<file path="src/hdl/ptach_pkg.sv">
// ----------------------------------------------------------------------------
// ptach_pkg
// Shared constants, types and controller/datapath links for the pulse
// tachometer with moving-average interval filter.
// ----------------------------------------------------------------------------
package ptach_pkg;

  localparam int RING_DEPTH = 8;
  localparam int IDX_W      = (RING_DEPTH > 1) ? $clog2(RING_DEPTH) : 1;
  localparam int TS_W       = 32;
  localparam int SUM_W      = TS_W + $clog2(RING_DEPTH);
  localparam int PPR_W      = 8;
  localparam int PERIOD_W   = 16;
  localparam int SCALE_W    = 16;
  localparam int RPM_W      = 16;
  localparam int DVS_W      = PPR_W + TS_W;
  localparam int CNT_W      = $clog2(SUM_W + 1);
  localparam int CFG_IDX_W  = 2;
  localparam int CFG_DATA_W = 16;

  localparam logic [IDX_W-1:0] LAST_IDX = IDX_W'(RING_DEPTH - 1);

  localparam logic [CFG_IDX_W-1:0] CFG_PPR    = 2'd0;
  localparam logic [CFG_IDX_W-1:0] CFG_PERIOD = 2'd1;
  localparam logic [CFG_IDX_W-1:0] CFG_SCALE  = 2'd2;

  localparam logic [PPR_W-1:0]    RST_PPR    = 8'd1;
  localparam logic [PERIOD_W-1:0] RST_PERIOD = 16'd1000;
  localparam logic [SCALE_W-1:0]  RST_SCALE  = SCALE_W'(60 * 1000);

  localparam logic OP_EDGE = 1'b0;
  localparam logic OP_POLL = 1'b1;

  typedef enum logic [3:0] {
    ST_IDLE,
    ST_DISPATCH,
    ST_SUM_RD,
    ST_SUM_ACC,
    ST_AVG_LD,
    ST_MUL,
    ST_RPM_LD,
    ST_DIV_RPM,
    ST_OUT
  } state_t;

  typedef struct packed {
    logic cap;
    logic edge_wr;
    logic poll_upd;
    logic rd;
    logic acc;
    logic avg_ld;
    logic div_step;
    logic mul;
    logic rpm_ld;
    logic out_ld;
  } cmd_t;

  typedef struct packed {
    logic is_poll;
    logic early;
    logic idx_last;
    logic div_done;
    logic out_busy;
  } sts_t;

endpackage

</file>
<file path="src/hdl/ptach_if.sv">
// ----------------------------------------------------------------------------
// ptach_in_if / ptach_out_if
// Valid/ready channels for events in and speed results out.
// ----------------------------------------------------------------------------
interface ptach_in_if;
  import ptach_pkg::*;
  logic            valid;
  logic            ready;
  logic            opcode;
  logic [TS_W-1:0] now_ms;

  modport source (output valid, output opcode, output now_ms, input ready);
  modport sink   (input valid, input opcode, input now_ms, output ready);
endinterface

interface ptach_out_if;
  import ptach_pkg::*;
  logic             valid;
  logic             ready;
  logic [RPM_W-1:0] rpm;

  modport source (output valid, output rpm, input ready);
  modport sink   (input valid, input rpm, output ready);
endinterface

</file>
<file path="src/hdl/ptach_ctrl.sv">
// ----------------------------------------------------------------------------
// ptach_ctrl
// Sequencer: edge write, poll gate, ring sweep, serial divide, output.
// ----------------------------------------------------------------------------
module ptach_ctrl (
  input  logic            clk,
  input  logic            rst_n,
  input  logic            in_valid,
  output logic            in_ready,
  input  ptach_pkg::sts_t sts,
  output ptach_pkg::cmd_t cmd
);
  import ptach_pkg::*;

  state_t state_r, state_nxt;

  always_ff @(posedge clk) begin
    if (!rst_n) begin
      state_r <= ST_IDLE;
    end else begin
      state_r <= state_nxt;
    end
  end

  always_comb begin
    state_nxt = state_r;
    cmd       = '0;
    in_ready  = 1'b0;
    case (state_r)
      ST_IDLE: begin
        in_ready = 1'b1;
        if (in_valid) begin
          cmd.cap   = 1'b1;
          state_nxt = ST_DISPATCH;
        end
      end
      ST_DISPATCH: begin
        if (!sts.is_poll) begin
          cmd.edge_wr = 1'b1;
          state_nxt   = ST_IDLE;
        end else if (sts.early) begin
          state_nxt = ST_IDLE;
        end else begin
          cmd.poll_upd = 1'b1;
          state_nxt    = ST_SUM_RD;
        end
      end
      ST_SUM_RD: begin
        cmd.rd    = 1'b1;
        state_nxt = ST_SUM_ACC;
      end
      ST_SUM_ACC: begin
        cmd.acc   = 1'b1;
        state_nxt = sts.idx_last ? ST_AVG_LD : ST_SUM_RD;
      end
      ST_AVG_LD: begin
        cmd.avg_ld = 1'b1;
        state_nxt  = ST_MUL;
      end
      ST_MUL: begin
        cmd.mul   = 1'b1;
        state_nxt = ST_RPM_LD;
      end
      ST_RPM_LD: begin
        cmd.rpm_ld = 1'b1;
        state_nxt  = ST_DIV_RPM;
      end
      ST_DIV_RPM: begin
        if (sts.div_done) begin
          state_nxt = ST_OUT;
        end else begin
          cmd.div_step = 1'b1;
        end
      end
      ST_OUT: begin
        if (!sts.out_busy) begin
          cmd.out_ld = 1'b1;
          state_nxt  = ST_IDLE;
        end
      end
      default: begin
        state_nxt = ST_IDLE;
      end
    endcase
  end

endmodule

</file>
<file path="src/hdl/ptach_dp.sv">
// ----------------------------------------------------------------------------
// ptach_dp
// Datapath: config registers, interval ring, accumulator, restoring divider,
// multiplier and output register.
// ----------------------------------------------------------------------------
module ptach_dp (
  input  logic                             clk,
  input  logic                             rst_n,
  input  logic                             in_opcode,
  input  logic [ptach_pkg::TS_W-1:0]       in_now_ms,
  input  logic                             cfg_we,
  input  logic [ptach_pkg::CFG_IDX_W-1:0]  cfg_idx,
  input  logic [ptach_pkg::CFG_DATA_W-1:0] cfg_data,
  input  ptach_pkg::cmd_t                  cmd,
  output ptach_pkg::sts_t                  sts,
  input  logic                             out_ready,
  output logic                             out_valid,
  output logic [ptach_pkg::RPM_W-1:0]      out_rpm
);
  import ptach_pkg::*;

  logic [PPR_W-1:0]    ppr_r;
  logic [PERIOD_W-1:0] period_r;
  logic [SCALE_W-1:0]  scale_r;

  logic                op_r;
  logic [TS_W-1:0]     now_r;
  logic [TS_W-1:0]     last_edge_r;
  logic [TS_W-1:0]     last_upd_r;
  logic [IDX_W-1:0]    slot_r;
  logic [IDX_W-1:0]    idx_r;
  logic [RING_DEPTH-1:0] vld_r;
  logic [TS_W-1:0]     ring_mem [RING_DEPTH];
  logic [TS_W-1:0]     rd_data_r;
  logic                rd_ok_r;
  logic [SUM_W-1:0]    acc_r;

  logic [SUM_W-1:0]    dvd_r;
  logic [DVS_W-1:0]    dvs_r;
  logic [DVS_W-1:0]    rem_r;
  logic [CNT_W-1:0]    cnt_r;

  logic                out_valid_r;
  logic [RPM_W-1:0]    rpm_r;

  logic [TS_W-1:0]     interval;
  logic [TS_W-1:0]     since_upd;
  logic [DVS_W:0]      trial;
  logic                q_bit;

  assign interval  = now_r - last_edge_r;
  assign since_upd = now_r - last_upd_r;
  assign trial     = {rem_r, dvd_r[SUM_W-1]};
  assign q_bit     = (trial >= {1'b0, dvs_r});

  always_ff @(posedge clk) begin
    if (!rst_n) begin
      ppr_r    <= RST_PPR;
      period_r <= RST_PERIOD;
      scale_r  <= RST_SCALE;
    end else if (cfg_we) begin
      case (cfg_idx)
        CFG_PPR:    ppr_r    <= cfg_data[PPR_W-1:0];
        CFG_PERIOD: period_r <= cfg_data[PERIOD_W-1:0];
        CFG_SCALE:  scale_r  <= cfg_data[SCALE_W-1:0];
        default:    ;
      endcase
    end
  end

  always_ff @(posedge clk) begin
    if (!rst_n) begin
      last_edge_r <= '0;
      last_upd_r  <= '0;
      slot_r      <= '0;
      vld_r       <= '0;
      out_valid_r <= 1'b0;
    end else begin
      if (cmd.edge_wr) begin
        last_edge_r    <= now_r;
        vld_r[slot_r]  <= 1'b1;
        slot_r         <= (slot_r == LAST_IDX) ? '0 : slot_r + IDX_W'(1);
      end
      if (cmd.poll_upd) begin
        last_upd_r <= now_r;
      end
      if (cmd.out_ld) begin
        out_valid_r <= 1'b1;
      end else if (out_ready) begin
        out_valid_r <= 1'b0;
      end
    end
  end

  always_ff @(posedge clk) begin
    if (cmd.edge_wr) begin
      ring_mem[slot_r] <= interval;
    end
    if (cmd.rd) begin
      rd_data_r <= ring_mem[idx_r];
    end
  end

  always_ff @(posedge clk) begin
    if (cmd.cap) begin
      op_r  <= in_opcode;
      now_r <= in_now_ms;
    end
    if (cmd.rd) begin
      rd_ok_r <= vld_r[idx_r];
    end
    if (cmd.poll_upd) begin
      acc_r <= '0;
      idx_r <= '0;
    end else if (cmd.acc) begin
      acc_r <= acc_r + (rd_ok_r ? SUM_W'(rd_data_r) : '0);
      idx_r <= (idx_r == LAST_IDX) ? '0 : idx_r + IDX_W'(1);
    end
    if (cmd.avg_ld) begin
      dvd_r <= acc_r / SUM_W'(RING_DEPTH);
    end else if (cmd.mul) begin
      dvs_r <= DVS_W'(ppr_r) * DVS_W'(dvd_r[TS_W-1:0]);
    end else if (cmd.rpm_ld) begin
      dvd_r <= {scale_r, {(SUM_W - SCALE_W){1'b0}}};
      rem_r <= '0;
      cnt_r <= CNT_W'(SCALE_W);
    end else if (cmd.div_step) begin
      rem_r <= q_bit ? trial[DVS_W-1:0] - dvs_r : trial[DVS_W-1:0];
      dvd_r <= {dvd_r[SUM_W-2:0], q_bit};
      cnt_r <= cnt_r - CNT_W'(1);
    end
    if (cmd.out_ld) begin
      rpm_r <= (dvs_r == '0) ? '0 : dvd_r[RPM_W-1:0];
    end
  end

  assign sts.is_poll  = (op_r == OP_POLL);
  assign sts.early    = (since_upd < TS_W'(period_r));
  assign sts.idx_last = (idx_r == LAST_IDX);
  assign sts.div_done = (cnt_r == '0);
  assign sts.out_busy = out_valid_r && !out_ready;

  assign out_valid = out_valid_r;
  assign out_rpm   = rpm_r;

endmodule

</file>
<file path="src/hdl/pulse_tachometer_moving_avg.sv">
// ----------------------------------------------------------------------------
// pulse_tachometer_moving_avg
// Pulse tachometer: ring of recent edge intervals, averaged on poll into rpm.
//
//   port     dir  transaction
//   in_ch    in   opcode (edge/poll) + now_ms timestamp
//   out_ch   out  rpm, one per poll that passes the update period
//   cfg_*    in   register write: pulses_per_rev, update_period_ms, rate_scale
//
// An edge is captured and then written into the ring; a poll inside the update
// period is dropped after capture. A passing poll sweeps the ring (a read and
// an accumulate per entry), loads the average, multiplies and runs the one-bit-per-cycle rpm divider.
// One item at a time; the output register lets the next item in while a
// result waits, and a new result holds until that register frees up.
// Synchronous active-low reset clears ring valid bits and time stores.
// ----------------------------------------------------------------------------
module pulse_tachometer_moving_avg (
  input  logic                             clk,
  input  logic                             rst_n,
  ptach_in_if.sink                         in_ch,
  ptach_out_if.source                      out_ch,
  input  logic                             cfg_we,
  input  logic [ptach_pkg::CFG_IDX_W-1:0]  cfg_idx,
  input  logic [ptach_pkg::CFG_DATA_W-1:0] cfg_data
);
  import ptach_pkg::*;

  cmd_t cmd;
  sts_t sts;

  ptach_ctrl u_ctrl (
    .clk      (clk),
    .rst_n    (rst_n),
    .in_valid (in_ch.valid),
    .in_ready (in_ch.ready),
    .sts      (sts),
    .cmd      (cmd)
  );

  ptach_dp u_dp (
    .clk       (clk),
    .rst_n     (rst_n),
    .in_opcode (in_ch.opcode),
    .in_now_ms (in_ch.now_ms),
    .cfg_we    (cfg_we),
    .cfg_idx   (cfg_idx),
    .cfg_data  (cfg_data),
    .cmd       (cmd),
    .sts       (sts),
    .out_ready (out_ch.ready),
    .out_valid (out_ch.valid),
    .out_rpm   (out_ch.rpm)
  );

endmodule

</file>
<file path="src/flat_wrapper.sv">
// flat-port wrapper written by rule: the top's interface ports become plain ports
module pulse_tachometer_moving_avg_flat import ptach_pkg::*;
  (clk, rst_n, cfg_we, cfg_idx, cfg_data, in_ch_valid, in_ch_opcode, in_ch_now_ms, in_ch_ready, out_ch_valid, out_ch_rpm, out_ch_ready);
  ptach_in_if in_ch_i ();
  ptach_out_if out_ch_i ();
  input  logic clk;
  input  logic rst_n;
  input  logic cfg_we;
  input  logic [ptach_pkg::CFG_IDX_W-1:0] cfg_idx;
  input  logic [ptach_pkg::CFG_DATA_W-1:0] cfg_data;
  input wire logic [$bits(in_ch_i.valid)-1:0] in_ch_valid;
  input wire logic [$bits(in_ch_i.opcode)-1:0] in_ch_opcode;
  input wire logic [$bits(in_ch_i.now_ms)-1:0] in_ch_now_ms;
  output wire logic [$bits(in_ch_i.ready)-1:0] in_ch_ready;
  output wire logic [$bits(out_ch_i.valid)-1:0] out_ch_valid;
  output wire logic [$bits(out_ch_i.rpm)-1:0] out_ch_rpm;
  input wire logic [$bits(out_ch_i.ready)-1:0] out_ch_ready;
  assign in_ch_i.valid = in_ch_valid;
  assign in_ch_i.opcode = in_ch_opcode;
  assign in_ch_i.now_ms = in_ch_now_ms;
  assign in_ch_ready = in_ch_i.ready;
  assign out_ch_valid = out_ch_i.valid;
  assign out_ch_rpm = out_ch_i.rpm;
  assign out_ch_i.ready = out_ch_ready;
  pulse_tachometer_moving_avg u_core (.clk(clk), .rst_n(rst_n), .in_ch(in_ch_i), .out_ch(out_ch_i), .cfg_we(cfg_we), .cfg_idx(cfg_idx), .cfg_data(cfg_data));
endmodule
</file>
<file path="config.mk">
export PLATFORM = sky130hd
export DESIGN_NAME = pulse_tachometer_moving_avg_flat
export DESIGN_NICKNAME = d
export VERILOG_FILES = /design/src/hdl/ptach_pkg.sv /design/src/hdl/ptach_if.sv /design/src/hdl/ptach_ctrl.sv /design/src/hdl/ptach_dp.sv /design/src/hdl/pulse_tachometer_moving_avg.sv /design/src/flat_wrapper.sv
export SDC_FILE = /design/constraint.sdc
export NUM_CORES = 2
export LEC_CHECK = 0
export BUFFER_PORTS_ARGS = -buffer_cell sky130_fd_sc_hd__buf_2
export CAP_MARGIN = 20
export CORE_MARGIN = 4
export CORE_UTILIZATION = 65
export CTS_CLUSTER_SIZE = 20
export DETAILED_ROUTE_END_ITERATION = 16
export GPL_TIMING_DRIVEN = 1
export PLACE_DENSITY_LB_ADDON = 0.1
export SLEW_MARGIN = 20
export SYNTH_ARGS = -nofsm -noshare
export SYNTH_HDL_FRONTEND = slang
export SYNTH_HIERARCHICAL = 1
export SYNTH_SLANG_ARGS = --single-unit
</file>
<file path="constraint.sdc">
create_clock -name clk -period 11.9 [get_ports clk]
set_clock_uncertainty 0.15 [all_clocks]
set_input_delay 0 -clock clk [delete_from_list [all_inputs] [get_ports clk]]
set_output_delay 0 -clock clk [all_outputs]
set_load 0.01 [all_outputs]
</file>
======== After elaboration in Yosys (flattened, before gate mapping) ========
Memories as Yosys holds them, arrays and structs flattened. A register that Yosys moved wholly into a read port is not among the register bits.
Cells that the tools add are included.
storage, ports and cells
  logic and storage cells ................. 112
  bits in writable memories ............... 256
  register bits after elaboration ......... 329
  input port bits ......................... 56
  memories kept ........................... 1
  output and inout port bits .............. 18
memories
  name                  depth  bits a word  read ports  clocked after memory_dff  write ports  RTL line        source
  u_core.u_dp.ring_mem  8      32           1           1                         1            ptach_dp.sv:33  logic [TS_W-1:0] ring_mem [RING_DEPTH];
cells by class
  eq/ne operators ......................... 16
  bitwise logic cells ..................... 3
  reductions and logical operators ........ 18
  multipliers ............................. 1
  multiplexer cells ....................... 41
  $add $sub $neg .......................... 7
  magnitude comparators ................... 5
operators with widths
  kind                   count
  $mux W32               3
  $mux W40               2
  $mux W35               2
  $sub A32 B32 Y32       2
  $ge A41 B40 Y1         1
  $logic_not A40 Y1      1
  $mul A8 B32 Y40        1
  $sub A40 B40 Y40       1
  $pmux W4 S9            1
  $add A35 B32 Y35       1
  $lt A32 B16 Y1         1
  $mux W1                21
  $eq A4 B3 Y1 const B   4
  $mux W4                4
  $reduce_and A2 Y1      6
  $mux W3                3
  $eq A4 B2 Y1 const B   2
  $lt A3 B4 Y1 const B   2
  $or A8 B8 Y8           1
  $add A3 B1 Y3 const B  2
  $eq A3 B3 Y1 const B   2
  $logic_not A6 Y1       1
  $mux W6                1
  $reduce_and A3 Y1      2
  18 further kinds       24

======== Depth between registers and ports, before layout ========
  depth after elaboration ................. 7
  gate-level depth with buffers ........... 27
  depth with buffers taken out ............ 26

======== Modules after synthesis ========
Netlist, hierarchy kept.
by module, submodules not included
  module      times used  area each (um2)  cells an instance  sequential area each (um2)
  ptach_dp    1           38863.5          3515               16836.1
  ptach_ctrl  1           341.6            44                 80.1

======== Worst setup path before layout ========
OpenSTA, ideal clock, no wires.
  kind .................................... reg-to-reg
  start ................................... register u_core.u_dp.ppr_r[7]
  end ..................................... register u_core.u_dp.dvs_r[38], data pin
  slack ................................... 6381 ps
  setup time .............................. 264 ps
  arrival time ............................ 5105 ps
  stages on the path, launching flop included .. 20
  data required time ...................... 11486 ps
  buffers on the path ..................... 1
  clock period less this slack ............ 5519 ps
  cell sequence ........................... dfxtp_1 clkbuf_1 and2_1 fa_1 fa_1 fa_1 inv_1 fa_1 inv_1 ha_1 o21a_1 o21a_1 o31ai_1 o31ai_1 a21oi_1 o21bai_1 o31ai_1 o21ai_0 a221oi_1 xnor2_1
on the way
  longest elaborated chain between the ends .. 1
RTL lines
  element                   RTL line         source
  start: declaration        ptach_dp.sv:22   logic [PPR_W-1:0] ppr_r;
  start signal: assignment  ptach_dp.sv:63   CFG_PPR: ppr_r <= cfg_data[PPR_W-1:0];
  $mul A8 B32 Y40           ptach_dp.sv:122  dvs_r <= DVS_W'(ppr_r) * DVS_W'(dvd_r[TS_W-1:0]);
  end signal: assignment    ptach_dp.sv:122
  end: declaration          ptach_dp.sv:39   logic [DVS_W-1:0] dvs_r;
No other way between the ends.
A chain may end at the register's enable or synchronous reset.

==> impl_metrics.tcl <==
set metrics [dict create \
    die-height_um 253.6 \
    synth_top_cell_by_area "edfxtp_1" \
    cts_root_buf "clkbuf_16" \
    synth_seq_cells 617 \
    drc 0 \
    die_x_um 253.6 \
    cts_buffer_depth 3 \
    arrival_ns 7.00 \
    core_area_mm2 0.05935 \
    power-per-cell-area_mw_per_mm2 125.7 \
    cts_max_level 3 \
    synth_top_family_by_area "adder cells" \
    hold_violations 0 \
    synth_edf_count 456 \
    synth_top_area_frac 0.3493 \
    setup_tns_ns 0 \
    synth_cells 3559 \
    status "finished clean" \
    syn2layout_area_growth_pct 11.68 \
    synth-compound-area-share 0.1012 \
    crit_path_end_kind "flop" \
    slew_viol_final 0 \
    ir_drop_uv 190.0 \
    synth_xor_xnor_area_share 0.03124 \
    finalSetupViolCount 0 \
    fin_cells 4530 \
    synthMuxAreaShare 0.08454 \
    rows 89 \
    drt-total-wl_um 95150 \
    via_per_inst 6.061 \
    ys_async_sr_fraction 0 \
    grt_max_degree 120 \
    cts_tree "yes" \
    first_iter_violations 1839 \
    dieArea_mm2 0.06431 \
    synth_area_per_cell_um2 11.02 \
    cts_buffers 68 \
    fill_cells 4021 \
    grt_overflow 0 \
    dp_cells 4300 \
    hold_start "cfg_data[13]" \
    gp_congestion 0.9083 \
    clk_latency_ns 0.63 \
    clkTransAtPathRegs_ns 0.06 \
    clock.fmax_mhz 151.9 \
    crit_path_end "u_core/u_dp/acc_r[33]" \
    final.period_utilization 0.5533 \
    final_nets 4156 \
    grt_pass1_wl_um 153100 \
    rsz0062_at_grt "no" \
    ioPinCount 74 \
    first_pass_iters 6 \
    r2r_cells 25 \
    routed-via-count 27460 \
    synth_simple_gate_area_frac 0.1403 \
    yosys_most_used_dff "edfxtp_1" \
    reg2reg_to "u_core/u_dp/acc_r[33]" \
    synth_adder_area_share 0.1626 \
    r2r-start "u_core/u_dp/now_r[0]" \
    wl_per_cell_um 21.01 \
    start_util 0.6605 \
    grt_pass1_vias 28480 \
    r2r_setup_slack_ns 5.32 \
    drive_above_1_share 0.09614 \
    track_usage 0.2999 \
    synthTopCellsByArea "edfxtp_1, fa_1, dfxtp_1" \
    required_ns 12.32 \
    worstSetupStartpoint "u_core/u_dp/now_r[0]" \
    synth_nets 4014 \
    max_slew_margin 0.2278 \
    yosysSeqAreaShare 0.4315 \
    cts_resized 0 \
    ant_nets 0 \
    worst-path-max-fanout 42 \
    cp-start-kind "flop" \
    leakagePower_nw 17.50 \
    layout_min_cycle_time_ns 6.584 \
    io_buffers 73 \
    drv_cap 0 \
    syn_area_mm2 0.03921 \
    crit_type "flop to flop" \
    post_cts_buffers 0 \
    tightestPinTransition_ns 1.150 \
    synth_cell_types 84 \
    min_path_type "input port to flop" \
    antenna_found_initial 2 \
    cts_sinks 617 \
    yosysWarnings 6 \
    dpl.hpwl_um 65310 \
]
-- metal layers --
metal | global-route usage | part of all wire
met2 | 0.5321 | 0.51
met5 | 0 | 0
met1 | 0.3688 | 0.39
met4 | 0.1278 | 0.045
met3 | 0.04339 | 0.053
-- logic make-up (layout without fill, tap and decap cells) --
kind of cell / Yosys count / in the layout
other: 0 / 2
muxes: 244 / 244
buffers and inverters: 502 / 698
xor gates and xnor gates: 139 / 139
and+or+nand+nor: 1045 / 1045
DFF: 617 / 617
adders and majority gates: 399 / 399
AOI/OAI and AO/OA: 613 / 613
-- critical path: stages, from the launching register on --
cell and delay (ns):
edfxtp_1 0.40, inv_1 0.11, ha_1 0.17, inv_1 0.05
fa_1 0.42, a211oi_1 0.31, o21bai_1 0.12, a21oi_1 0.23
xnor2_1 0.15, ha_1 0.25, and3_1 0.16, a2111oi_0 0.45
a21oi_1 0.14, nor4_1 0.48, o211ai_1 0.19, or4b_1 0.53
nor4_1 0.35, nor4b_2 0.30, nor4b_4 0.29, nor3b_4 0.07
buf_4 0.32, buf_4 0.40, nor2b_1 0.21, nor2b_1 0.14
mux2i_1 0.07, nand2_1 0.07
-- timing repair --
item	CTS	global route
endpoints found under the hold margin	109	0
endpoints found under the setup margin	0	0
hold buffers	103	0
-- synth_stat cells (8+ instances only) --
cell type,number
o21bai_1,29
inv_1,362
ha_1,215
and2_1,242
a21boi_0,26
a21o_1,96
clkbuf_1,113
nor2_1,170
nand3_1,53
a31oi_1,17
and3_1,17
mux4_2,66
buf_1,17
or3_1,10
nand4_1,24
a21oi_1,168
edfxtp_1,456
o21a_1,37
xnor2_1,96
o211ai_1,15
nand2_1,252
fa_1,184
nor2b_1,122
mux2i_1,141
nor3_1,38
or2_2,8
o31ai_1,12
nor4_1,19
xor2_1,42
a211oi_1,22
nand2b_1,52
o21ai_0,113
dfxtp_1,161
mux2_2,37
-- through the flow --
stage / hold slack [ns] / instance area [µm²] / setup WS, ns / utilization / total power [W]
final: 0.05829 / 43790 / 5.316 / 0.7377 / 0.005505
after global routing: 0.03640 / 43790 / 4.899 / 0.7377 / 0.005740
after CTS: 0.006759 / 43750 / 5.444 / 0.7371 / 0.005534
after detailed placement: 0.02814 / 40370 / 5.503 / 0.6802 / 0.003354
after global placement: 0.02614 / 40370 / 5.287 / 0.6802 / 0.003327
after floorplan: -0.05113 / 39210 / 6.381 / - / 0.003129
-- how the worst min path moves through the flow --
stage	end	cells past startpoint
5_1_grt	u_core/u_dp/scale_r[13]	4
3_3_place_gp	u_core/u_dp/now_r[30]	1
3_5_place_dp	u_core/u_dp/now_r[13]	1
6_report	u_core/u_dp/scale_r[13]	4
2_1_floorplan	u_core/u_dp/now_r[0]	0
4_1_cts	u_core/u_dp/scale_r[14]	4
-- power by group --
part / internal (W) / total (W) / leakage [nW] / switching, W
registers: 0.00242 / 0.00248 / 5.43 / 0.0000568
logic: 0.000373 / 0.000867 / 10.9 / 0.000494
clock network: 0.00125 / 0.00216 / 1.14 / 0.000907
-- cell type report --
| type | count | area, µm² | share of cell area |
|---|---|---|---|
| Multi-Input combinational cell | 2440 | 20500 | 0.4681 |
| Timing Repair Buffer | 212 | 1687 | 0.03852 |
| Inverter | 362 | 1359 | 0.03103 |
| Antenna cell | 2 | 5.005 | 0.0001143 |
| Clock inverter | 39 | 478.0 | 0.01092 |
| Clock buffer | 85 | 1871 | 0.04272 |
| Sequential cell | 617 | 16920 | 0.3865 |
| Tap cell | 773 | 967.2 | 0.02209 |
-- flip-flops by register name, indices dropped and copies added, names as in the netlist, 3 cells and up --
name and count:
u_core/u_ctrl/state_r 4, u_core/u_dp/acc_r 35, u_core/u_dp/cnt_r 6, u_core/u_dp/dvd_r 35, u_core/u_dp/dvs_r 40, u_core/u_dp/idx_r 3, u_core/u_dp/last_edge_r 32, u_core/u_dp/last_upd_r 32
u_core/u_dp/now_r 32, u_core/u_dp/out_rpm 16, u_core/u_dp/period_r 16, u_core/u_dp/ppr_r 8, u_core/u_dp/rd_data_r 32, u_core/u_dp/rem_r 40, u_core/u_dp/ring_mem 256, u_core/u_dp/scale_r 16
u_core/u_dp/slot_r 3, u_core/u_dp/vld_r 8
-- placed cells by master, fill, tap and decap left out, drive strengths merged, types with 103 or more instances in the layout --
cell type and count:
edfxtp 456, inv 364, nand2 252, and2 242
ha 215, fa 184, nor2 170, a21oi 168
dfxtp 161, mux2i 141, nor2b 122, o21ai 116
buf 109, dlygate4sd3 103
Note: power is estimated with default switching activity, not from simulation.
